--- config.mk ---
export PLATFORM = sky130hd
export DESIGN_NAME = encoder_target_motion_controller_top
export DESIGN_NICKNAME = d
export VERILOG_FILES = /design/src/etmc_pkg.sv /design/src/etmc_cfg_regs.sv /design/src/etmc_in_reg.sv /design/src/etmc_core.sv /design/src/encoder_target_motion_controller_top.sv
export VERILOG_INCLUDE_DIRS = /design/src /design/src/src
export SDC_FILE = /design/constraint.sdc
export NUM_CORES = 2
export LEC_CHECK = 0
export BUFFER_PORTS_ARGS = -buffer_cell sky130_fd_sc_hd__buf_4
export CELL_PAD_IN_SITES_DETAIL_PLACEMENT = 0
export CELL_PAD_IN_SITES_GLOBAL_PLACEMENT = 1
export CORE_AREA = 2 2 307 339
export CTS_CLUSTER_DIAMETER = 200
export DETAILED_ROUTE_END_ITERATION = 12
export DIE_AREA = 0 0 309 341
export PLACE_DENSITY = 0.95
export SLEW_MARGIN = 30
export SYNTH_ARGS = -nofsm -noshare
export SYNTH_HDL_FRONTEND = slang
export SYNTH_SLANG_ARGS = --single-unit
--- constraint.sdc ---
create_clock -name clk -period 18 [get_ports clk]
set_input_delay 0 -clock clk [delete_from_list [all_inputs] [get_ports clk]]
set_output_delay 0 -clock clk [all_outputs]
set_load 0.005 [all_outputs]
--- src/assert_macros.svh ---
// assertion macros used by the top-level rtl file
`ifndef ASSERT_MACROS_SVH
`define ASSERT_MACROS_SVH

// same-cycle implication, checked out of reset
`define ASSERT_IMPL(name, ante, cons) \
  name: assert property (@(posedge clk) disable iff (!rst_n) (ante) |-> (cons)) \
    else $error("assertion failed");

// next-cycle implication, checked out of reset
`define ASSERT_NEXT(name, ante, cons) \
  name: assert property (@(posedge clk) disable iff (!rst_n) (ante) |=> (cons)) \
    else $error("assertion failed");

`endif

--- src/etmc_pkg.sv ---
// types and constants of the encoder motion controller
`timescale 1ns / 1ps

package etmc_pkg;

  localparam int COUNT_BITS_DEF = 24;
  localparam int CNT_OUT_W      = 24;
  localparam int REG_W          = 16;
  localparam int POWER_W        = 8;
  localparam int DRIVE_W        = 9;
  localparam int DEG_W          = 9;
  localparam int DIST_W         = 18;
  localparam int IDX_W          = 3;
  localparam int ROT_PROD_W     = REG_W + DEG_W;
  localparam int GOAL_W         = REG_W + DIST_W;
  localparam int IN_DATA_W      = 32;
  localparam int IN_USER_W      = 2;
  localparam int OUT_DATA_W     = 72;

  localparam int ROT_DIV        = 90;
  localparam int MOVE_SCALE     = 25600;
  localparam int MOVE_TOL       = 2;

  localparam logic [REG_W-1:0]   ROT90_L_RST = 16'd841;
  localparam logic [REG_W-1:0]   ROT90_R_RST = 16'd830;
  localparam logic [REG_W-1:0]   PPU_L_RST   = 16'd29576;
  localparam logic [REG_W-1:0]   PPU_R_RST   = 16'd29902;
  localparam logic [POWER_W-1:0] POWER_RST   = 8'd128;

  typedef enum logic [1:0] {
    REQ_TICK   = 2'd0,
    REQ_ROTATE = 2'd1,
    REQ_MOVE   = 2'd2,
    REQ_CLEAR  = 2'd3
  } req_t;

  typedef enum logic [1:0] {
    ST_NONE      = 2'd0,
    ST_DONE      = 2'd1,
    ST_REFUSED   = 2'd2,
    ST_DONE_OBST = 2'd3
  } status_t;

  typedef enum logic [1:0] {
    MODE_IDLE   = 2'd0,
    MODE_ROTATE = 2'd1,
    MODE_FWD    = 2'd2,
    MODE_BACK   = 2'd3
  } mode_t;

  typedef enum logic [IDX_W-1:0] {
    REG_ROT_L = 3'd0,
    REG_ROT_R = 3'd1,
    REG_PPU_L = 3'd2,
    REG_PPU_R = 3'd3,
    REG_POWER = 3'd4
  } reg_idx_t;

  typedef struct packed {
    req_t                     req;
    logic                     edge_left;
    logic                     edge_right;
    logic                     manual_mode;
    logic                     obstacle;
    logic                     turn_right;
    logic [DEG_W-1:0]         degrees;
    logic signed [DIST_W-1:0] distance;
  } item_t;

  typedef struct packed {
    logic [REG_W-1:0]   rot90_left;
    logic [REG_W-1:0]   rot90_right;
    logic [REG_W-1:0]   ppu_left;
    logic [REG_W-1:0]   ppu_right;
    logic [POWER_W-1:0] power;
  } cfg_t;

  // first member sits in the high bits, so the order is reversed here
  typedef struct packed {
    logic [CNT_OUT_W-1:0]      right_count;
    logic [CNT_OUT_W-1:0]      left_count;
    status_t                   status;
    logic                      busy_res;
    logic signed [DRIVE_W-1:0] right_drive;
    logic signed [DRIVE_W-1:0] left_drive;
  } result_t;

  localparam int OUT_PAD = OUT_DATA_W - $bits(result_t);

endpackage

--- src/etmc_cfg_regs.sv ---
// configuration register file
`timescale 1ns / 1ps

module etmc_cfg_regs (
  input  logic                           clk,
  input  logic                           rst_n,
  input  logic                           wr_en,
  input  logic [etmc_pkg::IDX_W-1:0]     wr_index,
  input  logic [etmc_pkg::REG_W-1:0]     wr_data,
  output etmc_pkg::cfg_t                 cfg_o
);

  etmc_pkg::cfg_t cfg_r;

  always_ff @(posedge clk) begin
    if (!rst_n) begin
      cfg_r.rot90_left  <= etmc_pkg::ROT90_L_RST;
      cfg_r.rot90_right <= etmc_pkg::ROT90_R_RST;
      cfg_r.ppu_left    <= etmc_pkg::PPU_L_RST;
      cfg_r.ppu_right   <= etmc_pkg::PPU_R_RST;
      cfg_r.power       <= etmc_pkg::POWER_RST;
    end else if (wr_en) begin
      unique case (wr_index)
        etmc_pkg::REG_ROT_L: cfg_r.rot90_left  <= wr_data;
        etmc_pkg::REG_ROT_R: cfg_r.rot90_right <= wr_data;
        etmc_pkg::REG_PPU_L: cfg_r.ppu_left    <= wr_data;
        etmc_pkg::REG_PPU_R: cfg_r.ppu_right   <= wr_data;
        etmc_pkg::REG_POWER: cfg_r.power       <= wr_data[etmc_pkg::POWER_W-1:0];
        default: ;
      endcase
    end
  end

  assign cfg_o = cfg_r;

endmodule

--- src/etmc_in_reg.sv ---
// input register stage of the controller
`timescale 1ns / 1ps

module etmc_in_reg (
  input  logic            clk,
  input  logic            rst_n,
  input  logic            in_valid,
  input  etmc_pkg::item_t in_item,
  output logic            in_ready,
  input  logic            advance,
  output logic            item_vld_o,
  output etmc_pkg::item_t item_o
);

  logic            vld_r;
  etmc_pkg::item_t item_r;

  assign in_ready = !vld_r || advance;

  always_ff @(posedge clk) begin
    if (!rst_n) begin
      vld_r <= 1'b0;
    end else if (in_valid && in_ready) begin
      vld_r <= 1'b1;
    end else if (advance) begin
      vld_r <= 1'b0;
    end
  end

  always_ff @(posedge clk) begin
    if (in_valid && in_ready) begin
      item_r <= in_item;
    end
  end

  assign item_vld_o = vld_r;
  assign item_o     = item_r;

endmodule

--- src/etmc_core.sv ---
// motion state, goal checks and result register
`timescale 1ns / 1ps

module etmc_core #(
  parameter int COUNT_BITS = etmc_pkg::COUNT_BITS_DEF
) (
  input  logic              clk,
  input  logic              rst_n,
  input  logic              item_vld,
  input  etmc_pkg::item_t   item,
  input  etmc_pkg::cfg_t    cfg,
  output logic              advance,
  output logic              out_vld_o,
  input  logic              out_ready,
  output etmc_pkg::result_t res_o
);

  localparam int CMP_W = (COUNT_BITS + 15 > etmc_pkg::GOAL_W) ?
                         COUNT_BITS + 15 : etmc_pkg::GOAL_W;
  localparam int EXT_W = (COUNT_BITS > etmc_pkg::CNT_OUT_W) ?
                         COUNT_BITS : etmc_pkg::CNT_OUT_W;
  localparam logic [COUNT_BITS-1:0] CNT_MAX = {COUNT_BITS{1'b1}};

  logic [COUNT_BITS-1:0]         cnt_l_r, cnt_r_r, cnt_l_nxt, cnt_r_nxt;
  logic [etmc_pkg::GOAL_W-1:0]   goal_l_r, goal_r_r, goal_l_nxt, goal_r_nxt;
  logic [1:0]                    act_r, act_nxt;
  logic [1:0]                    signs_r, signs_nxt;
  etmc_pkg::mode_t               mode_r, mode_nxt;
  logic                          out_vld_r;
  etmc_pkg::result_t             res_r, res_nxt;

  logic                          step;
  logic                          tick_l, tick_r;
  logic [etmc_pkg::DIST_W-1:0]   dist_u, mag, span;
  logic                          neg;
  logic [etmc_pkg::GOAL_W-1:0]   rot_goal_l, rot_goal_r, mv_goal_l, mv_goal_r;
  etmc_pkg::mode_t               mode_pre;
  logic [1:0]                    act_pre, act_run, reached;
  etmc_pkg::status_t             status_pre, status_nxt;
  logic [CMP_W-1:0]              sc_l, sc_r, gl_ext, gr_ext;
  logic [etmc_pkg::DRIVE_W-1:0]  pwr_pos, pwr_neg;
  logic [EXT_W-1:0]              cnt_l_ext, cnt_r_ext;

  assign advance = !out_vld_r || out_ready;
  assign step    = item_vld && advance;

  // counter update
  always_comb begin
    tick_l = (item.req == etmc_pkg::REQ_TICK) && !item.manual_mode &&
             item.edge_left && (cnt_l_r != CNT_MAX);
    tick_r = (item.req == etmc_pkg::REQ_TICK) && !item.manual_mode &&
             item.edge_right && (cnt_r_r != CNT_MAX);
    if (item.req == etmc_pkg::REQ_CLEAR) begin
      cnt_l_nxt = '0;
      cnt_r_nxt = '0;
    end else begin
      cnt_l_nxt = cnt_l_r + COUNT_BITS'(tick_l);
      cnt_r_nxt = cnt_r_r + COUNT_BITS'(tick_r);
    end
  end

  // goals for a new command
  always_comb begin
    dist_u = item.distance;
    neg    = dist_u[etmc_pkg::DIST_W-1];
    mag    = neg ? (~dist_u + etmc_pkg::DIST_W'(1)) : dist_u;
    span   = (mag >= etmc_pkg::DIST_W'(etmc_pkg::MOVE_TOL)) ?
             mag - etmc_pkg::DIST_W'(etmc_pkg::MOVE_TOL) : '0;
    rot_goal_l = etmc_pkg::GOAL_W'(etmc_pkg::ROT_PROD_W'(cfg.rot90_left) *
                                   etmc_pkg::ROT_PROD_W'(item.degrees));
    rot_goal_r = etmc_pkg::GOAL_W'(etmc_pkg::ROT_PROD_W'(cfg.rot90_right) *
                                   etmc_pkg::ROT_PROD_W'(item.degrees));
    mv_goal_l  = etmc_pkg::GOAL_W'(span) * etmc_pkg::GOAL_W'(cfg.ppu_left);
    mv_goal_r  = etmc_pkg::GOAL_W'(span) * etmc_pkg::GOAL_W'(cfg.ppu_right);
  end

  // state after the command part of the item
  always_comb begin
    mode_pre   = mode_r;
    act_pre    = act_r;
    signs_nxt  = signs_r;
    goal_l_nxt = goal_l_r;
    goal_r_nxt = goal_r_r;
    status_pre = etmc_pkg::ST_NONE;
    unique case (item.req)
      etmc_pkg::REQ_ROTATE: begin
        mode_pre   = etmc_pkg::MODE_ROTATE;
        act_pre    = 2'b11;
        signs_nxt  = item.turn_right ? 2'b10 : 2'b01;
        goal_l_nxt = rot_goal_l;
        goal_r_nxt = rot_goal_r;
      end
      etmc_pkg::REQ_MOVE: begin
        priority if (mag == '0) begin
          mode_pre   = etmc_pkg::MODE_IDLE;
          act_pre    = 2'b00;
          signs_nxt  = 2'b00;
          status_pre = item.obstacle ? etmc_pkg::ST_DONE_OBST : etmc_pkg::ST_DONE;
        end else if (!neg && item.obstacle) begin
          mode_pre   = etmc_pkg::MODE_IDLE;
          act_pre    = 2'b00;
          signs_nxt  = 2'b00;
          status_pre = etmc_pkg::ST_REFUSED;
        end else begin
          mode_pre   = neg ? etmc_pkg::MODE_BACK : etmc_pkg::MODE_FWD;
          act_pre    = 2'b11;
          signs_nxt  = neg ? 2'b11 : 2'b00;
          goal_l_nxt = mv_goal_l;
          goal_r_nxt = mv_goal_r;
        end
      end
      default: ;
    endcase
  end

  // goal checks: rotation floor(p/90) <= c is the same as p <= 90c + 89
  always_comb begin
    gl_ext = CMP_W'(goal_l_nxt);
    gr_ext = CMP_W'(goal_r_nxt);
    if (mode_pre == etmc_pkg::MODE_ROTATE) begin
      sc_l = CMP_W'(cnt_l_nxt) * CMP_W'(etmc_pkg::ROT_DIV) + CMP_W'(etmc_pkg::ROT_DIV - 1);
      sc_r = CMP_W'(cnt_r_nxt) * CMP_W'(etmc_pkg::ROT_DIV) + CMP_W'(etmc_pkg::ROT_DIV - 1);
    end else begin
      sc_l = CMP_W'(cnt_l_nxt) * CMP_W'(etmc_pkg::MOVE_SCALE);
      sc_r = CMP_W'(cnt_r_nxt) * CMP_W'(etmc_pkg::MOVE_SCALE);
    end
    reached = {sc_r >= gr_ext, sc_l >= gl_ext};
  end

  always_comb begin
    mode_nxt   = mode_pre;
    act_run    = act_pre;
    act_nxt    = act_pre;
    status_nxt = status_pre;
    if (mode_pre != etmc_pkg::MODE_IDLE) begin
      if (mode_pre == etmc_pkg::MODE_FWD && item.obstacle) begin
        act_run = 2'b00;
      end
      act_nxt = act_run & ~reached;
      if (act_nxt == 2'b00) begin
        status_nxt = (mode_pre != etmc_pkg::MODE_ROTATE && item.obstacle) ?
                     etmc_pkg::ST_DONE_OBST : etmc_pkg::ST_DONE;
        mode_nxt   = etmc_pkg::MODE_IDLE;
      end
    end
  end

  // result fields
  always_comb begin
    pwr_pos   = etmc_pkg::DRIVE_W'(cfg.power);
    pwr_neg   = ~pwr_pos + etmc_pkg::DRIVE_W'(1);
    cnt_l_ext = EXT_W'(cnt_l_nxt);
    cnt_r_ext = EXT_W'(cnt_r_nxt);
    res_nxt.left_drive  = !act_nxt[0] ? '0 :
                          ((signs_nxt[0] && mode_nxt != etmc_pkg::MODE_IDLE) ?
                           pwr_neg : pwr_pos);
    res_nxt.right_drive = !act_nxt[1] ? '0 :
                          ((signs_nxt[1] && mode_nxt != etmc_pkg::MODE_IDLE) ?
                           pwr_neg : pwr_pos);
    res_nxt.busy_res    = (mode_nxt != etmc_pkg::MODE_IDLE);
    res_nxt.status      = status_nxt;
    res_nxt.left_count  = cnt_l_ext[etmc_pkg::CNT_OUT_W-1:0];
    res_nxt.right_count = cnt_r_ext[etmc_pkg::CNT_OUT_W-1:0];
  end

  always_ff @(posedge clk) begin
    if (!rst_n) begin
      cnt_l_r   <= '0;
      cnt_r_r   <= '0;
      act_r     <= 2'b00;
      signs_r   <= 2'b00;
      mode_r    <= etmc_pkg::MODE_IDLE;
      out_vld_r <= 1'b0;
    end else begin
      if (step) begin
        cnt_l_r   <= cnt_l_nxt;
        cnt_r_r   <= cnt_r_nxt;
        act_r     <= act_nxt;
        signs_r   <= (mode_nxt == etmc_pkg::MODE_IDLE) ? 2'b00 : signs_nxt;
        mode_r    <= mode_nxt;
        out_vld_r <= 1'b1;
      end else if (out_ready) begin
        out_vld_r <= 1'b0;
      end
    end
  end

  always_ff @(posedge clk) begin
    if (step) begin
      goal_l_r <= goal_l_nxt;
      goal_r_r <= goal_r_nxt;
      res_r    <= res_nxt;
    end
  end

  assign out_vld_o = out_vld_r;
  assign res_o     = res_r;

endmodule

--- src/encoder_target_motion_controller_top.sv ---
// an item passes the input register and then the result register before its result is valid
// throughput: one item per cycle while out_tready is high, set by the input and result registers
// a stalled result holds the pipe, one more item waits in the input register
// reset: synchronous, active low; clears counters, motion state and both
// stages, and loads the configuration registers with their defaults
`timescale 1ns / 1ps

`include "assert_macros.svh"

module encoder_target_motion_controller_top #(
  parameter int COUNT_BITS = etmc_pkg::COUNT_BITS_DEF
) (
  input  logic                               clk,
  input  logic                               rst_n,
  input  logic                               in_tvalid,
  output logic                               in_tready,
  // edge_left, edge_right, manual_mode, obstacle, turn_right, degrees, distance
  input  logic [etmc_pkg::IN_DATA_W-1:0]     in_tdata,
  // req_type
  input  logic [etmc_pkg::IN_USER_W-1:0]     in_tuser,
  output logic                               out_tvalid,
  input  logic                               out_tready,
  // left_drive, right_drive, busy_res, status, left_count, right_count, pad
  output logic [etmc_pkg::OUT_DATA_W-1:0]    out_tdata,
  input  logic                               cfg_valid,
  output logic                               cfg_ready,
  input  logic [etmc_pkg::IDX_W-1:0]         cfg_index,
  input  logic [etmc_pkg::REG_W-1:0]         cfg_data
);

  etmc_pkg::item_t   in_item, item;
  etmc_pkg::cfg_t    cfg;
  etmc_pkg::result_t res;
  logic              item_vld;
  logic              advance;

  always_comb begin
    in_item.req         = etmc_pkg::req_t'(in_tuser);
    in_item.edge_left   = in_tdata[0];
    in_item.edge_right  = in_tdata[1];
    in_item.manual_mode = in_tdata[2];
    in_item.obstacle    = in_tdata[3];
    in_item.turn_right  = in_tdata[4];
    in_item.degrees     = in_tdata[13:5];
    in_item.distance    = in_tdata[31:14];
  end

  assign cfg_ready = 1'b1;

  etmc_cfg_regs u_cfg (
    .clk      (clk),
    .rst_n    (rst_n),
    .wr_en    (cfg_valid),
    .wr_index (cfg_index),
    .wr_data  (cfg_data),
    .cfg_o    (cfg)
  );

  etmc_in_reg u_in (
    .clk        (clk),
    .rst_n      (rst_n),
    .in_valid   (in_tvalid),
    .in_item    (in_item),
    .in_ready   (in_tready),
    .advance    (advance),
    .item_vld_o (item_vld),
    .item_o     (item)
  );

  etmc_core #(
    .COUNT_BITS (COUNT_BITS)
  ) u_core (
    .clk       (clk),
    .rst_n     (rst_n),
    .item_vld  (item_vld),
    .item      (item),
    .cfg       (cfg),
    .advance   (advance),
    .out_vld_o (out_tvalid),
    .out_ready (out_tready),
    .res_o     (res)
  );

  assign out_tdata = {{etmc_pkg::OUT_PAD{1'b0}}, res};

  `ASSERT_IMPL(a_idle_no_drive, out_tvalid && !res.busy_res, res.left_drive == '0 && res.right_drive == '0)
  `ASSERT_IMPL(a_end_not_busy, out_tvalid && res.status != etmc_pkg::ST_NONE, !res.busy_res)
  `ASSERT_IMPL(a_full_stall, item_vld && out_tvalid && !out_tready, !in_tready)
  `ASSERT_NEXT(a_item_drains, item_vld && !out_tvalid, out_tvalid)

endmodule
==> qor.yml <==
setup_ws_ns: 4.78
synth_fa_ha_area_frac: 0.421
clockBufferDepth: 3
die_y_microns: 341
fin_nets: 7989
rsz0062_at_grt: "no"
slew_headroom: 0.310
hold_depth: 5
drc: 0
cts_max_level: 2
p_comb_frac: 0.828
dieWidth_microns: 309
syn_inst: 6515
r2r-start: "u_in.item_o[2]$_DFFE_PP_"
routed_wl_microns: 154000
core_sq_um: 102000
failed_checks: "hold timing"
grt_pass1_wl_microns: 250000
grt_usage: 0.299
path_buf_inv: 4
r2r_end: "u_core.res_o[12]$_SDFFCE_PN0P_"
firstDrtPassIters: 6
cts_sinks: 299
numCtsBuffers: 38
cts_root_buf: "clkbuf_16"
fmax_mhz: 75.7
critPathKind: "register to register"
grt_antenna_before_repair: 1
cp_max_fo: 32
finClkSkew_ns: 0.0399
tightest_slew_ns: 1.03
fin_crit_ns: 13.22
place_ws_ns: 4.81
place_hpwl_microns: 119000
synthMuxAreaShare: 0.00391
drv_cap: 0
synth_top_family_by_area: "adder cells"
reg2reg_slack_ns: 4.78
slew_viol_final: 0
clock_latency_ns: 0.62
crit_family: "compound AO/OA/AOI/OAI gates"
synth.cell_area_sq_um: 55700
period_share: 0.734
drive_gt1_frac: 0.0507
finalSetupViolCount: 0
critPathRequiredTime_ns: 18.48
critical_path_arrival_ns: 13.69
yosys.area_share.simple: 0.177
hold_viol_final: 9
synth_seq_cells: 299
io_pins: 133
numPortBuffers: 128
fin_setup_tns_ns: 0
p_int_mw: 4.29
viasPerCell: 5.71
gp_congestion: 0.945
p_leak_nw: 29.7
nFillCells: 9059
grt_overflow: 0
async_flop_share: 0
start_kind: "register"
vdd_ir_drop_max_mv: 0.645
num_rows: 123
ys_seq_area_frac: 0.138
routedWlPerCell_microns: 19.4
num_vias: 45200
reg2reg_depth: 42
initial_utilization: 0.547
clkPwrFrac: 0.084
seqPwrFrac: 0.088
synth_xor_area_frac: 0.0431
clk_pin_slew_ns: 0.07
synth-edff-count: 171
area_delta_synth_final_pct: 7.15
hold_ws_ns: -0.0138
die_area_sq_um: 105000
hold_path_class: "input pin to register"
holdPathEnd: "u_cfg.cfg_o[52]$_SDFFE_PN0P_"
grt_max_degree: 106
power_density_nw_per_um2: 160
ys_types: 91
tritoncts: "built"
crit_top_cell: "fa_1"
cts_resized: 0
cp-end-kind: "register"
p_sw_frac: 0.551
grt_pass1_vias: 46500
p_switching_mw: 5.26
synth-compound-area-share: 0.117
max_stage_delay_ns: 0.76
drtIter0Drc: 3396
post-cts-setup-buffers: 0
hp-start: "cfg_index[0]"
yosys_warnings: 0
antenna_left: 0
status: "finished with violations"
slowest_stage: "or4_1"
syn_avg_cell_area_sq_um: 8.55
ys.flop_type: "edfxtp_1"
==> layout by cell type (no fill, tap or decap), drive strengths merged, types with 42 or more instances in the layout <==
master       synthesis  layout
or3                 45      45
nand3              112     112
edfxtp             171     171
a21oi              202     202
and2               379     379
o21a                42      42
a21o                95      95
nor2               221     221
dlygate4sd3          0      57
xnor2              158     158
clkbuf             244      54
o21ai              185     185
xor2               116     116
and3                42      42
nor3                46      46
nor2b               63      63
fa                 764     764
nand2              991     991
ha                 652     652
dfxtp              128     128
a21boi              92      92
inv               1186    1188
buf                 45     190
==> kinds of logic (layout without fill, tap and decap cells) <==
kind of cell / after synthesis / in the layout
XOR/XNOR: 274 / 274
AO/OA/AOI/OAI: 959 / 959
adder cells (fa/ha/maj): 1416 / 1416
flip-flops: 299 / 299
buffers and inverters: 1476 / 1504
other: 2 / 5
multiplexers: 21 / 21
AND/OR/NAND/NOR: 2068 / 2068
==> per-layer routing <==
| layer | global-route usage | routed length (microns) | share of wire | up-vias |
|---|---|---|---|---|
| met3 | 0.0410 | 11600 | 0.075 | 249 |
| met2 | 0.493 | 71700 | 0.47 | 1649 |
| met4 | 0.110 | 6230 | 0.041 | 0 |
| li1 | - | - | - | 20900 |
| met1 | 0.402 | 64200 | 0.42 | 22400 |
| met5 | 0 | 0 | 0 | - |
==> repair_timing <==
item / 4_1_cts / 5_1_grt
endpoints found under the setup margin: 0 / 0
hold buffers: 56 / 1
hold endpoints to repair: 162 / 16
==> registers in the layout, summed over array words and instances (netlist names), 2 cells and up <==
name	flops
u_core.goal_l_r	34
u_core.cnt_l_r	24
u_core.goal_r_r	34
u_cfg.cfg_o	72
u_core.mode_r	2
u_core.cnt_r_r	24
u_core.res_o	69
u_in.item_o	34
u_core.signs_r	2
u_core.act_r	2
==> worst max path at each step <==
stage	start	end	cells after the start	slack (ns)
2_1_floorplan	u_in.item_o[2]$_DFFE_PP_	u_core.res_o[3]$_SDFFCE_PN0P_	46	6.52
6_report	u_in.item_o[2]$_DFFE_PP_	u_core.res_o[12]$_SDFFCE_PN0P_	42	4.78
5_1_grt	u_in.item_o[2]$_DFFE_PP_	u_core.res_o[7]$_SDFFCE_PN0P_	42	4.04
4_1_cts	u_in.item_o[2]$_DFFE_PP_	u_core.res_o[12]$_SDFFCE_PN0P_	42	4.81
3_5_place_dp	u_in.item_o[2]$_DFFE_PP_	u_core.res_o[12]$_SDFFCE_PN0P_	42	4.81
3_3_place_gp	u_in.item_o[2]$_DFFE_PP_	u_core.res_o[12]$_SDFFCE_PN0P_	42	4.93
==> cells in the mapped netlist, drive strengths merged (45+ instances only) <==
| library cell | instances | share of area |
|---|---|---|
| ha | 652 | 0.15 |
| nor2b | 63 | 0.0071 |
| nand3 | 112 | 0.010 |
| inv | 1186 | 0.080 |
| o21ai | 185 | 0.017 |
| dfxtp | 128 | 0.046 |
| a21o | 95 | 0.013 |
| fa | 764 | 0.27 |
| clkbuf | 244 | 0.016 |
| a21boi | 92 | 0.012 |
| nor3 | 46 | 0.0041 |
| buf | 45 | 0.0035 |
| or3 | 45 | 0.0051 |
| a21oi | 202 | 0.018 |
| nor2 | 221 | 0.015 |
| xnor2 | 158 | 0.025 |
| xor2 | 116 | 0.018 |
| nand2 | 991 | 0.067 |
| and2 | 379 | 0.043 |
| edfxtp | 171 | 0.092 |
==> worst register-to-register path, delay by kind of cell (launching register included) <==
kind                       cells  cell delay, ns
AOI/OAI and AO/OA             16            4.05
adders and majority gates      8            3.66
buffers and inverters          4            0.59
DFF                            1            0.50
muxes                          1            0.21
and+or+nand+nor               13            4.08
==> metrics by stage <==
stage | area, sq um | util | power (mW) | hold WS, ns | cells
2_1_floorplan | 55700 | - | 6.25 | 0.0989 | 6517
3_3_place_gp | 57800 | 0.568 | 8.49 | 0.178 | 7793
3_5_place_dp | 57800 | 0.568 | 8.60 | 0.179 | 7793
4_1_cts | 59700 | 0.586 | 9.48 | 0.00338 | 7919
5_1_grt | 59700 | 0.586 | 10.4 | 0.0297 | 7920
6_report | 59700 | 0.586 | 9.55 | -0.0138 | 7921
==> layout make-up <==
cell class	instances	area (sq um)	share of cell area
well taps	1375	1720	0.0288
flip-flops and latches	299	7700	0.129
multi-input cells	4742	42600	0.713
clock inverters	16	158	0.00264
clock buffers	54	1110	0.0185
inverters	1187	4460	0.0747
diodes	1	2.50	0.0000419
repair buffers	247	2000	0.0335
==> power groups by stage <==
stage                     clock [mW]  combinational (mW)  sequential [mW]
after floorplan                    0                5.42            0.833
after global placement             0                7.64            0.853
after detailed placement           0                7.74            0.855
after CTS                      0.811                7.83            0.842
after global routing           0.832                8.72            0.849
final                          0.800                7.90            0.844
Power figures use the tool's default switching activity.
